[src/bctd_pkg.sv]
`timescale 1ns / 1ps
// ----------------------------------------------------------------------------
// bctd_pkg
// shared types and constants of the bc texture block decoder
// ----------------------------------------------------------------------------
package bctd_pkg;

  localparam int unsigned TEXELS      = 16;
  localparam int unsigned TEXEL_W     = $clog2(TEXELS);
  localparam int unsigned CFG_DATA_W  = 12;
  localparam int unsigned CFG_IDX_W   = 1;
  localparam int unsigned QUEUE_DEPTH = 2;
  localparam int unsigned QPTR_W      = (QUEUE_DEPTH > 1) ? $clog2(QUEUE_DEPTH) : 1;
  localparam int unsigned QCNT_W      = $clog2(QUEUE_DEPTH + 1);
  localparam logic [11:0] SWIZZLE_RESET = 12'd1672;

  typedef enum logic [1:0] {
    FMT_BC1 = 2'd0,
    FMT_BC2 = 2'd1,
    FMT_BC3 = 2'd2,
    FMT_BC5 = 2'd3
  } block_fmt_e;

  typedef enum logic [CFG_IDX_W-1:0] {
    CFG_BLOCK_FORMAT    = 1'b0,
    CFG_CHANNEL_SWIZZLE = 1'b1
  } cfg_reg_e;

  typedef enum logic [2:0] {
    DIV1 = 3'd0,
    DIV2 = 3'd1,
    DIV3 = 3'd2,
    DIV5 = 3'd3,
    DIV7 = 3'd4
  } div_e;

  typedef struct packed {
    logic [63:0] block_low;
    logic [63:0] block_high;
  } in_item_t;

  typedef struct packed {
    logic [3:0] texel_index;
    logic [7:0] red;
    logic [7:0] green;
    logic [7:0] blue;
    logic [7:0] alpha;
    logic       last_texel;
  } out_item_t;

  // classified block handed from front to back
  typedef struct packed {
    block_fmt_e       fmt;
    logic             four_mode;
    logic [2:0][7:0]  ep0;
    logic [2:0][7:0]  ep1;
    logic [31:0]      color_idx;
    logic [63:0]      alpha_lo;
    logic [63:0]      alpha_hi;
  } job_t;

  // one channel before its final division
  typedef struct packed {
    logic [10:0] num;
    div_e        div;
  } chan_t;

endpackage

[src/bctd_queue.sv]
`timescale 1ns / 1ps
// ----------------------------------------------------------------------------
// bctd_queue
// small fifo of classified blocks between front and back
// ----------------------------------------------------------------------------
module bctd_queue (
  input  logic          clk_i,
  input  logic          rst_ni,
  input  logic          push_i,
  input  bctd_pkg::job_t item_i,
  output logic          full_o,
  input  logic          pop_i,
  output logic          valid_o,
  output bctd_pkg::job_t item_o
);
  import bctd_pkg::*;

  job_t              mem_q [QUEUE_DEPTH];
  logic [QPTR_W-1:0] wr_ptr_q, wr_ptr_d;
  logic [QPTR_W-1:0] rd_ptr_q, rd_ptr_d;
  logic [QCNT_W-1:0] count_q, count_d;
  logic              do_push, do_pop;

  assign full_o  = (count_q == QCNT_W'(QUEUE_DEPTH));
  assign valid_o = (count_q != '0);
  assign item_o  = mem_q[rd_ptr_q];
  assign do_push = push_i && !full_o;
  assign do_pop  = pop_i && valid_o;

  always_comb begin
    wr_ptr_d = wr_ptr_q;
    rd_ptr_d = rd_ptr_q;
    count_d  = count_q;
    if (do_push) begin
      wr_ptr_d = (wr_ptr_q == QPTR_W'(QUEUE_DEPTH - 1)) ? '0 : wr_ptr_q + 1'b1;
    end
    if (do_pop) begin
      rd_ptr_d = (rd_ptr_q == QPTR_W'(QUEUE_DEPTH - 1)) ? '0 : rd_ptr_q + 1'b1;
    end
    if (do_push && !do_pop) begin
      count_d = count_q + 1'b1;
    end else if (do_pop && !do_push) begin
      count_d = count_q - 1'b1;
    end
  end

  always_ff @(posedge clk_i or negedge rst_ni) begin
    if (!rst_ni) begin
      wr_ptr_q <= '0;
      rd_ptr_q <= '0;
      count_q  <= '0;
    end else begin
      wr_ptr_q <= wr_ptr_d;
      rd_ptr_q <= rd_ptr_d;
      count_q  <= count_d;
    end
  end

  always_ff @(posedge clk_i) begin
    if (do_push) begin
      mem_q[wr_ptr_q] <= item_i;
    end
  end

endmodule

[src/bctd_front.sv]
`timescale 1ns / 1ps
// ----------------------------------------------------------------------------
// bctd_front
// accepts a block, picks the colour word, expands endpoints, sets the mode
// ----------------------------------------------------------------------------
module bctd_front (
  input  logic                 clk_i,
  input  logic                 rst_ni,
  input  bctd_pkg::block_fmt_e format_i,
  input  logic                 in_valid_i,
  output logic                 in_stall_o,
  input  bctd_pkg::in_item_t   in_item_i,
  output logic                 push_o,
  output bctd_pkg::job_t       job_o,
  input  logic                 full_i
);
  import bctd_pkg::*;

  logic        valid_q, valid_d;
  job_t        job_q, job_d;
  logic        accept;
  logic [63:0] cword;
  logic [15:0] c0, c1;

  // (v * 255 + 15) / 31 through reciprocal multiplication
  function automatic logic [7:0] expand5(input logic [4:0] v);
    logic [12:0] n;
    logic [26:0] p;
    n = 13'(v) * 13'd255 + 13'd15;
    p = 27'(n) * 27'd8457;
    return p[25:18];
  endfunction

  // (v * 255 + 31) / 63 through reciprocal multiplication
  function automatic logic [7:0] expand6(input logic [5:0] v);
    logic [13:0] n;
    logic [28:0] p;
    n = 14'(v) * 14'd255 + 14'd31;
    p = 29'(n) * 29'd16645;
    return p[27:20];
  endfunction

  assign in_stall_o = valid_q && full_i;
  assign accept     = in_valid_i && !in_stall_o;
  assign push_o     = valid_q && !full_i;
  assign job_o      = job_q;

  always_comb begin
    cword = (format_i == FMT_BC1) ? in_item_i.block_low : in_item_i.block_high;
    c0    = cword[15:0];
    c1    = cword[31:16];
    job_d.fmt       = format_i;
    job_d.four_mode = (format_i != FMT_BC1) || (c0 > c1);
    job_d.ep0[0]    = expand5(c0[15:11]);
    job_d.ep0[1]    = expand6(c0[10:5]);
    job_d.ep0[2]    = expand5(c0[4:0]);
    job_d.ep1[0]    = expand5(c1[15:11]);
    job_d.ep1[1]    = expand6(c1[10:5]);
    job_d.ep1[2]    = expand5(c1[4:0]);
    job_d.color_idx = cword[63:32];
    job_d.alpha_lo  = in_item_i.block_low;
    job_d.alpha_hi  = in_item_i.block_high;
  end

  always_comb begin
    valid_d = valid_q;
    if (accept) begin
      valid_d = 1'b1;
    end else if (push_o) begin
      valid_d = 1'b0;
    end
  end

  always_ff @(posedge clk_i or negedge rst_ni) begin
    if (!rst_ni) begin
      valid_q <= 1'b0;
    end else begin
      valid_q <= valid_d;
    end
  end

  always_ff @(posedge clk_i) begin
    if (accept) begin
      job_q <= job_d;
    end
  end

endmodule

[src/bctd_back.sv]
`timescale 1ns / 1ps
// ----------------------------------------------------------------------------
// bctd_back
// walks the sixteen texels of a block: palette numerators, division, swizzle
// ----------------------------------------------------------------------------
module bctd_back (
  input  logic                clk_i,
  input  logic                rst_ni,
  input  logic                job_valid_i,
  input  bctd_pkg::job_t      job_i,
  output logic                job_pop_o,
  input  logic [11:0]         swizzle_i,
  output logic                out_valid_o,
  input  logic                out_stall_i,
  output bctd_pkg::out_item_t out_item_o
);
  import bctd_pkg::*;

  logic [TEXEL_W-1:0] texel_q, texel_d;
  logic               s1_valid_q, s1_valid_d;
  logic [TEXEL_W-1:0] s1_texel_q;
  chan_t [3:0]        s1_chan_q, s1_chan_d;
  logic               out_valid_q, out_valid_d;
  out_item_t          out_item_q, out_item_d;
  logic               out_en, s1_en, issue;
  logic [1:0]         csel;
  logic [3:0][7:0]    px;
  logic [2:0]         sel;

  function automatic chan_t colour_chan(input logic [7:0] e0, input logic [7:0] e1,
                                        input logic [1:0] s, input logic four);
    chan_t r;
    r.num = 11'(e0);
    r.div = DIV1;
    case (s)
      2'd0: r.num = 11'(e0);
      2'd1: r.num = 11'(e1);
      2'd2: begin
        if (four) begin
          r.num = (11'(e0) << 1) + 11'(e1) + 11'd1;
          r.div = DIV3;
        end else begin
          r.num = 11'(e0) + 11'(e1);
          r.div = DIV2;
        end
      end
      default: begin
        if (four) begin
          r.num = 11'(e0) + (11'(e1) << 1) + 11'd1;
          r.div = DIV3;
        end else begin
          r.num = '0;
        end
      end
    endcase
    return r;
  endfunction

  function automatic chan_t alpha_chan(input logic [63:0] w, input logic [3:0] t);
    logic [7:0] a0, a1;
    logic [2:0] idx, w0, w1;
    chan_t      r;
    a0    = w[7:0];
    a1    = w[15:8];
    idx   = w[16 + 3 * t +: 3];
    w1    = idx - 3'd1;
    w0    = '0;
    r.div = DIV1;
    if (idx == 3'd0) begin
      r.num = 11'(a0);
    end else if (idx == 3'd1) begin
      r.num = 11'(a1);
    end else if (a0 > a1) begin
      w0    = 3'd0 - idx;
      r.num = 11'(w0) * 11'(a0) + 11'(w1) * 11'(a1) + 11'd3;
      r.div = DIV7;
    end else if (idx == 3'd6) begin
      r.num = '0;
    end else if (idx == 3'd7) begin
      r.num = 11'd255;
    end else begin
      w0    = 3'd6 - idx;
      r.num = 11'(w0) * 11'(a0) + 11'(w1) * 11'(a1) + 11'd2;
      r.div = DIV5;
    end
    return r;
  endfunction

  // division by small constants through reciprocal multiplication
  function automatic logic [7:0] div_apply(input chan_t c);
    logic [22:0] p;
    logic [7:0]  r;
    p = '0;
    unique case (c.div)
      DIV1: r = c.num[7:0];
      DIV2: r = c.num[8:1];
      DIV3: begin
        p = 23'(c.num) * 23'd683;
        r = p[18:11];
      end
      DIV5: begin
        p = 23'(c.num) * 23'd3277;
        r = p[21:14];
      end
      DIV7: begin
        p = 23'(c.num) * 23'd2341;
        r = p[21:14];
      end
      default: r = c.num[7:0];
    endcase
    return r;
  endfunction

  assign out_en      = !out_valid_q || !out_stall_i;
  assign s1_en       = !s1_valid_q || out_en;
  assign issue       = job_valid_i && s1_en;
  assign job_pop_o   = issue && (texel_q == TEXEL_W'(TEXELS - 1));
  assign out_valid_o = out_valid_q;
  assign out_item_o  = out_item_q;
  assign csel        = job_i.color_idx[2 * texel_q +: 2];

  always_comb begin
    for (int i = 0; i < 3; i++) begin
      s1_chan_d[i] = colour_chan(job_i.ep0[i], job_i.ep1[i], csel, job_i.four_mode);
    end
    s1_chan_d[3].num = 11'd255;
    s1_chan_d[3].div = DIV1;
    unique case (job_i.fmt)
      FMT_BC1: begin
        if (csel == 2'd3 && !job_i.four_mode) begin
          s1_chan_d[3].num = '0;
        end
      end
      FMT_BC2: begin
        s1_chan_d[3].num = {3'b000, job_i.alpha_lo[4 * texel_q +: 4],
                            job_i.alpha_lo[4 * texel_q +: 4]};
      end
      FMT_BC3: s1_chan_d[3] = alpha_chan(job_i.alpha_lo, texel_q);
      FMT_BC5: begin
        s1_chan_d[0]     = alpha_chan(job_i.alpha_lo, texel_q);
        s1_chan_d[1]     = alpha_chan(job_i.alpha_hi, texel_q);
        s1_chan_d[2].num = '0;
        s1_chan_d[2].div = DIV1;
      end
      default: ;
    endcase
  end

  always_comb begin
    for (int i = 0; i < 4; i++) begin
      px[i] = div_apply(s1_chan_q[i]);
    end
    out_item_d.texel_index = s1_texel_q;
    out_item_d.last_texel  = (s1_texel_q == TEXEL_W'(TEXELS - 1));
    out_item_d.red         = '0;
    out_item_d.green       = '0;
    out_item_d.blue        = '0;
    out_item_d.alpha       = '0;
    for (int c = 0; c < 4; c++) begin
      sel = swizzle_i[3 * c +: 3];
      case (c)
        0: out_item_d.red   = sel[2] ? {8{sel[0]}} : px[sel[1:0]];
        1: out_item_d.green = sel[2] ? {8{sel[0]}} : px[sel[1:0]];
        2: out_item_d.blue  = sel[2] ? {8{sel[0]}} : px[sel[1:0]];
        default: out_item_d.alpha = sel[2] ? {8{sel[0]}} : px[sel[1:0]];
      endcase
    end
  end

  always_comb begin
    texel_d     = issue ? texel_q + 1'b1 : texel_q;
    s1_valid_d  = s1_en ? issue : s1_valid_q;
    out_valid_d = out_en ? s1_valid_q : out_valid_q;
  end

  always_ff @(posedge clk_i or negedge rst_ni) begin
    if (!rst_ni) begin
      texel_q     <= '0;
      s1_valid_q  <= 1'b0;
      out_valid_q <= 1'b0;
    end else begin
      texel_q     <= texel_d;
      s1_valid_q  <= s1_valid_d;
      out_valid_q <= out_valid_d;
    end
  end

  always_ff @(posedge clk_i) begin
    if (issue) begin
      s1_texel_q <= texel_q;
      s1_chan_q  <= s1_chan_d;
    end
    if (out_en && s1_valid_q) begin
      out_item_q <= out_item_d;
    end
  end

endmodule

[src/bc_texture_block_decoder_unit.sv]
`timescale 1ns / 1ps
// ----------------------------------------------------------------------------
// bc_texture_block_decoder_unit
// bc1/bc2/bc3/bc5 4x4 block decoder with rgba8 texel output and swizzle
// ----------------------------------------------------------------------------
// Each accepted 128-bit block yields sixteen texels in row-major order, the
// sixteenth marked last. The texel walker in the back end emits one texel per
// cycle unless the output is stalled; the front end and a two-block queue
// take in further blocks while earlier ones are still being emitted. A block
// passes the front-end job register, the queue and the back end's stage-one
// and output registers to reach the port. Format and swizzle registers
// are to be written only while no block is in flight.
module bc_texture_block_decoder_unit (
  input  logic                                  clk_i,
  input  logic                                  rst_ni,
  input  logic                                  cfg_we_i,
  input  logic [bctd_pkg::CFG_IDX_W-1:0]        cfg_index_i,
  input  logic [bctd_pkg::CFG_DATA_W-1:0]       cfg_wdata_i,
  input  logic                                  in_valid_i,
  output logic                                  in_stall_o,
  input  bctd_pkg::in_item_t                    in_item_i,
  output logic                                  out_valid_o,
  input  logic                                  out_stall_i,
  output bctd_pkg::out_item_t                   out_item_o
);
  import bctd_pkg::*;

  block_fmt_e  format_q, format_d;
  logic [11:0] swizzle_q, swizzle_d;
  logic        push, full, job_valid, job_pop;
  job_t        front_job, head_job;

  always_comb begin
    format_d  = format_q;
    swizzle_d = swizzle_q;
    if (cfg_we_i) begin
      unique case (cfg_reg_e'(cfg_index_i))
        CFG_BLOCK_FORMAT:    format_d  = block_fmt_e'(cfg_wdata_i[1:0]);
        CFG_CHANNEL_SWIZZLE: swizzle_d = cfg_wdata_i[11:0];
        default: ;
      endcase
    end
  end

  always_ff @(posedge clk_i or negedge rst_ni) begin
    if (!rst_ni) begin
      format_q  <= FMT_BC1;
      swizzle_q <= SWIZZLE_RESET;
    end else begin
      format_q  <= format_d;
      swizzle_q <= swizzle_d;
    end
  end

  bctd_front u_front (
    .clk_i      (clk_i),
    .rst_ni     (rst_ni),
    .format_i   (format_q),
    .in_valid_i (in_valid_i),
    .in_stall_o (in_stall_o),
    .in_item_i  (in_item_i),
    .push_o     (push),
    .job_o      (front_job),
    .full_i     (full)
  );

  bctd_queue u_queue (
    .clk_i   (clk_i),
    .rst_ni  (rst_ni),
    .push_i  (push),
    .item_i  (front_job),
    .full_o  (full),
    .pop_i   (job_pop),
    .valid_o (job_valid),
    .item_o  (head_job)
  );

  bctd_back u_back (
    .clk_i       (clk_i),
    .rst_ni      (rst_ni),
    .job_valid_i (job_valid),
    .job_i       (head_job),
    .job_pop_o   (job_pop),
    .swizzle_i   (swizzle_q),
    .out_valid_o (out_valid_o),
    .out_stall_i (out_stall_i),
    .out_item_o  (out_item_o)
  );

endmodule

[config.mk]
export PLATFORM = sky130hd
export DESIGN_NAME = bc_texture_block_decoder_unit
export DESIGN_NICKNAME = d
export VERILOG_FILES = /design/src/bctd_pkg.sv /design/src/bctd_queue.sv /design/src/bctd_front.sv /design/src/bctd_back.sv /design/src/bc_texture_block_decoder_unit.sv
export SDC_FILE = /design/constraint.sdc
export NUM_CORES = 2
export LEC_CHECK = 0
export BUFFER_PORTS_ARGS = -buffer_cell sky130_fd_sc_hd__buf_4
export CAP_MARGIN = 20
export CORE_MARGIN = 8
export CORE_UTILIZATION = 30
export DETAILED_ROUTE_END_ITERATION = 16
export SYNTH_ARGS = -nofsm -noshare
export SYNTH_HDL_FRONTEND = slang
export SYNTH_HIERARCHICAL = 1
export SYNTH_SLANG_ARGS = --single-unit
export TNS_END_PERCENT = 30
[constraint.sdc]
create_clock -name clk_i -period 22.7 [get_ports clk_i]
set_input_delay 2.27 -clock clk_i [delete_from_list [all_inputs] [get_ports clk_i]]
set_output_delay 2.27 -clock clk_i [all_outputs]
set_load 0.03 [all_outputs]
### Word-level counts from Yosys, hierarchy flattened

Memories as Yosys holds them, arrays and structs flattened.
Index checks and enable logic that the tools add are counted.

* RAM bits: 422
* register bits after elaboration: 333
* memories kept: 1
* logic and storage cells: 244

Memories
* u_queue.mem_q: words 2, bits a word 211, read ports 1, clocked after Yosys merged registers in 0, write ports 1, RTL line bctd_queue.sv:18 `job_t mem_q [QUEUE_DEPTH];`

* $mul: 31
* magnitude comparators: 7
* bitwise gates (word level): 1
* add/sub/neg operators: 41
* multiplexer cells: 59
* shifts and indexed selects: 4
* equal/unequal tests: 31
* reductions and logical operators: 34

Operators with widths (count)
* $mul 11x12->22 const B: 8
* $pmux 11 s3: 4
* $pmux 8 s4: 4
* $shiftx 64x33->3: 2
* $mux 11: 11
* $mul 13x14->26 const B: 4
* $mul 11x10->19 const B: 4
* $mux 8: 9
* $mux 14: 5
* $add 11x1->11 const B: 6
* $mul 3x8->11: 6
* $bmux 8 s2: 4
* $mux 64: 1
* $shiftx 64x7->4: 1
* $mul 14x15->28 const B: 2
* $add 13x4->13 const B: 4
* $mul 5x8->13 const B: 4
* $add 11x11->11: 4
* $add 11x2->11 const B: 4
* $shiftx 32x6->2: 1
* $add 8x9->10: 3
* $add 9x8->10: 3
* $add 14x5->14 const B: 2
* $mul 6x8->14 const B: 2
* 33 further kinds: 110

### Depth between registers and ports, before layout

* depth in word-level cells: 13
* gate-level depth with buffers: 38
* mapped depth without buffers: 36

### Cells and area by module

Netlist, hierarchy kept.

By module, submodules not included
* bctd_back: cells each 3692, sequential area each 2972.9 um^2, times used 1, area an instance 33454.6 um^2
* bctd_front: cells each 1728, sequential area each 6361.1 um^2, times used 1, area an instance 20882.5 um^2
* bctd_queue: cells each 676, sequential area each 12772.2 um^2, times used 1, area an instance 16269.4 um^2
* bc_texture_block_decoder_unit: cells each 31, sequential area each 355.3 um^2, times used 1, area an instance 574.3 um^2

### Worst setup path after synthesis

Ideal clock, no wire load.

* path kind: input-to-reg
* from: input port in_valid_i
* to: register u_front.job_q, in the netlist u_front/job_o[0] (enable)
* required time: 21.894 ns
* setup slack: 10.531 ns
* cell stages on the path: 1
* data arrival time: 11.363 ns
* setup time: 0.806 ns
* path through: nor2b_1

* word-level cells in the longest chain between the ends: 1

Ends and longest elaborated chain
* from (decl): RTL line bc_texture_block_decoder_unit.sv:19 `input logic in_valid_i,`
* $logic_and 1x1->1: RTL line bctd_front.sv:44 `assign accept = in_valid_i && !in_stall_o;`
* to (signal assigned): RTL line bctd_front.sv:84 `job_q <= job_d;`
* to (decl): RTL line bctd_front.sv:20 `job_t job_q, job_d;`

No other way between the ends.
A chain may end at the register's enable or synchronous reset.

==> impl_metrics.toml <==
[timing]
rsz0062_at_grt = "false"
fin_tns_setup_ps = 0
tightest_slew_ps = 1130
fmax_ghz = 0.0956
slew_headroom = 0.225
period_needed_ps = 10460
setup-violations-final = 0
finalHoldViolations = 0
period_share = 0.461
maxSlewViolCount = 0
fin_skew_ps = 29.3
fin_hold_ws_ps = 443

[route]
ant_nets = 0
drtIter0Drc = 3106
drc_errors = 0
vias_per_cell = 4.86
routed_wl_mm = 179
vias = 46400
wire_per_inst_um = 18.8
drtPass1Iterations = 6

[clock_tree]
clock_path_buffers = 3
cts.sinks = 752
path_clk_slew_ps = 60
cts_setup_buffers = 0
cts_buffers = 80
post_cts_resized = 0
cts_tree = "done"
ctsHoldBuffers = 0
h-tree-depth = 3
root_buffer = "clkbuf_16"
worst_skew_pair.late_latency_ps = 690

[finish]
layout.nets = 8189
final_cell_mix = "ha_1 (1268), inv_1 (892), edfxtp_1 (727)"
drive_gt1_frac = 0.118
mostFrequentLayoutCell = "ha_1"
syn2layout_area_growth_pct = 10.7

[logic_synthesis]
ys_seq_elements = 752
ys_types = 102
synth_edf_count = 727
synthArstFlopShare = 0.0332
synth_mux_area_frac = 0.0837
synth-main-ff-cell = "edfxtp_1"
synthXorXnorAreaFrac = 0.0359
synth_top_family_by_area = "adder cells"
syn_area_mm2 = 0.0712
postSynthAreaPerCell_um2 = 11.6
yosysWarningCount = 6
syn-num-nets = 7994
yosys.area_share.simple = 0.0647
ys_seq_area_frac = 0.316
synthCells = 6127
synth-compound-area-share = 0.0921
synth_fa_ha_area_frac = 0.351

[worst_setup_path]
cp_common_cell = "ha_1"
crit_arrival_ps = 10870
cpLargestDelayFamily = "adder cells"
cpPeakStageDelay_ps = 680
cp.required_ps = 23110
rrSetupSlack_ps = 12490
slowest_stage = "mux2i_1"
cp-start-kind = "input pin"
crit_buf_inv = 4
worstSetupPathType = "input pin to flip-flop"
cp-end-kind = "flip-flop"
cp_max_fo = 8

[floorplan]
initial_utilization = 0.300
core_mm2 = 0.237
io_pins = 185
rows = 179
die_h_um = 503
dieWidth_um = 503
dieArea_mm2 = 0.253

[outcome]
outcome = "finished clean"

[run]
cap_violations = 0

[hold_path]
hold_path_class = "flip-flop to flip-flop"

[global_routing]
grt_pass1_wl_mm = 277
grt_overflow = 0
grt_max_degree = 153
antenna_found_initial = 15
grt_pass1_vias = 47200
track_usage = 0.138

[place]
portBuffers = 184
place_congestion = 0.876
dpl.hpwl_mm = 144
## worst reg2reg max path, delay by kind of cell (launching register included)
family / cells / cell delay [ps]
multiplexers: 1 / 830
buffers and inverters: 4 / 800
AND/OR/NAND/NOR: 4 / 1060
flip-flops: 1 / 580
XOR/XNOR: 3 / 590
AO/OA/AOI/OAI: 10 / 1900
adder cells (fa/ha/maj): 12 / 4180
## cell usage after synthesis, drive strengths merged, types with 31 or more instances
| cell | n | area, µm² |
|---|---|---|
| a211oi | 49 | 368 |
| a21o | 88 | 661 |
| a21oi | 276 | 1390 |
| a31oi | 31 | 209 |
| and2 | 46 | 288 |
| buf | 45 | 475 |
| clkbuf | 66 | 248 |
| edfxtp | 727 | 21800 |
| fa | 453 | 9070 |
| ha | 1268 | 15900 |
| inv | 893 | 3350 |
| mux2 | 292 | 4010 |
| mux2i | 58 | 584 |
| mux4 | 60 | 1360 |
| nand2 | 252 | 948 |
| nand2b | 90 | 563 |
| nand3 | 50 | 250 |
| nor2 | 262 | 991 |
| nor2b | 52 | 325 |
| nor3 | 64 | 320 |
| o21a | 44 | 330 |
| o21ai | 182 | 915 |
| o21bai | 53 | 402 |
| o22ai | 31 | 194 |
| xnor2 | 207 | 1830 |
| xor2 | 83 | 727 |
## metrics by stage
step | instance area [µm²] | instances | util | setup slack (ps)
2_1_floorplan | 71200 | 6127 | - | 10530
4_1_cts | 78800 | 9550 | 0.332 | 12260
3_5_place_dp | 76200 | 9407 | 0.321 | 11540
3_3_place_gp | 76200 | 9407 | 0.321 | 11500
5_1_grt | 78800 | 9551 | 0.332 | 11680
6_report | 78800 | 9555 | 0.332 | 12240
## path summary, 6_finish.rpt
path | end | start | cells after the start
worst max-delay path | u_front/job_o[198]$_DFFE_PP_ | in_item_i[73] | 33
worst min-delay path | u_queue/mem_q[0][149]$_DFFE_PP_ | u_front/job_o[149]$_DFFE_PP_ | 0
worst max register to register | u_front/job_o[198]$_DFFE_PP_ | format_q[1]$_DFFE_PN0P_ | 34
worst min register to register | u_queue/mem_q[0][149]$_DFFE_PP_ | u_front/job_o[149]$_DFFE_PP_ | 0
max in group asynchronous | u_back/texel_q[0]$_DFFE_PN0P_ | rst_ni | 1
min in group asynchronous | swizzle_q[8]$_DFFE_PN0P_ | rst_ni | 1
## registers in the layout, summed over array words and instances, names as in the netlist
register            cells
u_back/out_valid_o      1
u_back/texel_q          4
u_back/s1_chan_q       53
swizzle_q              12
u_queue/wr_ptr_q        1
u_front/job_o         211
u_back/s1_texel_q       4
u_queue/count_q         2
format_q                2
u_queue/rd_ptr_q        1
u_queue/mem_q         422
u_back/s1_valid_q       1
u_front/valid_q         1
u_back/out_item_o      37
## layer usage
layer,GRT usage,vias up,routed length [µm]
li1,-,22200,-
met1,0.195,23100,84600
met2,0.230,1000,83100
met3,0.0163,176,8080
met4,0.0278,0,3570
met5,0,-,0
## cell families (layout without fill, tap and decap cells)
family / count (synthesis) / after routing
AOI/OAI and AO/OA: 995 / 995
DFF: 752 / 752
other: 0 / 5
muxes: 410 / 410
adders and majority gates: 1724 / 1724
buffers and inverters: 1005 / 1261
xor gates and xnor gates: 290 / 290
and+or+nand+nor: 951 / 951
## cell type report
type,instances,area (µm²)
antenna,5,12.5
clock buffer,96,2060
clock inverter,47,538
fill,23600,158000
inverter,894,3360
multi-input combinational,4370,44700
sequential,752,22500
tap,3167,3960
timing repair buffer,224,1690
Power is left out: the tool's default activity adds up to more than one toggle a clock period on the data nets, which glitch-free logic cannot reach.
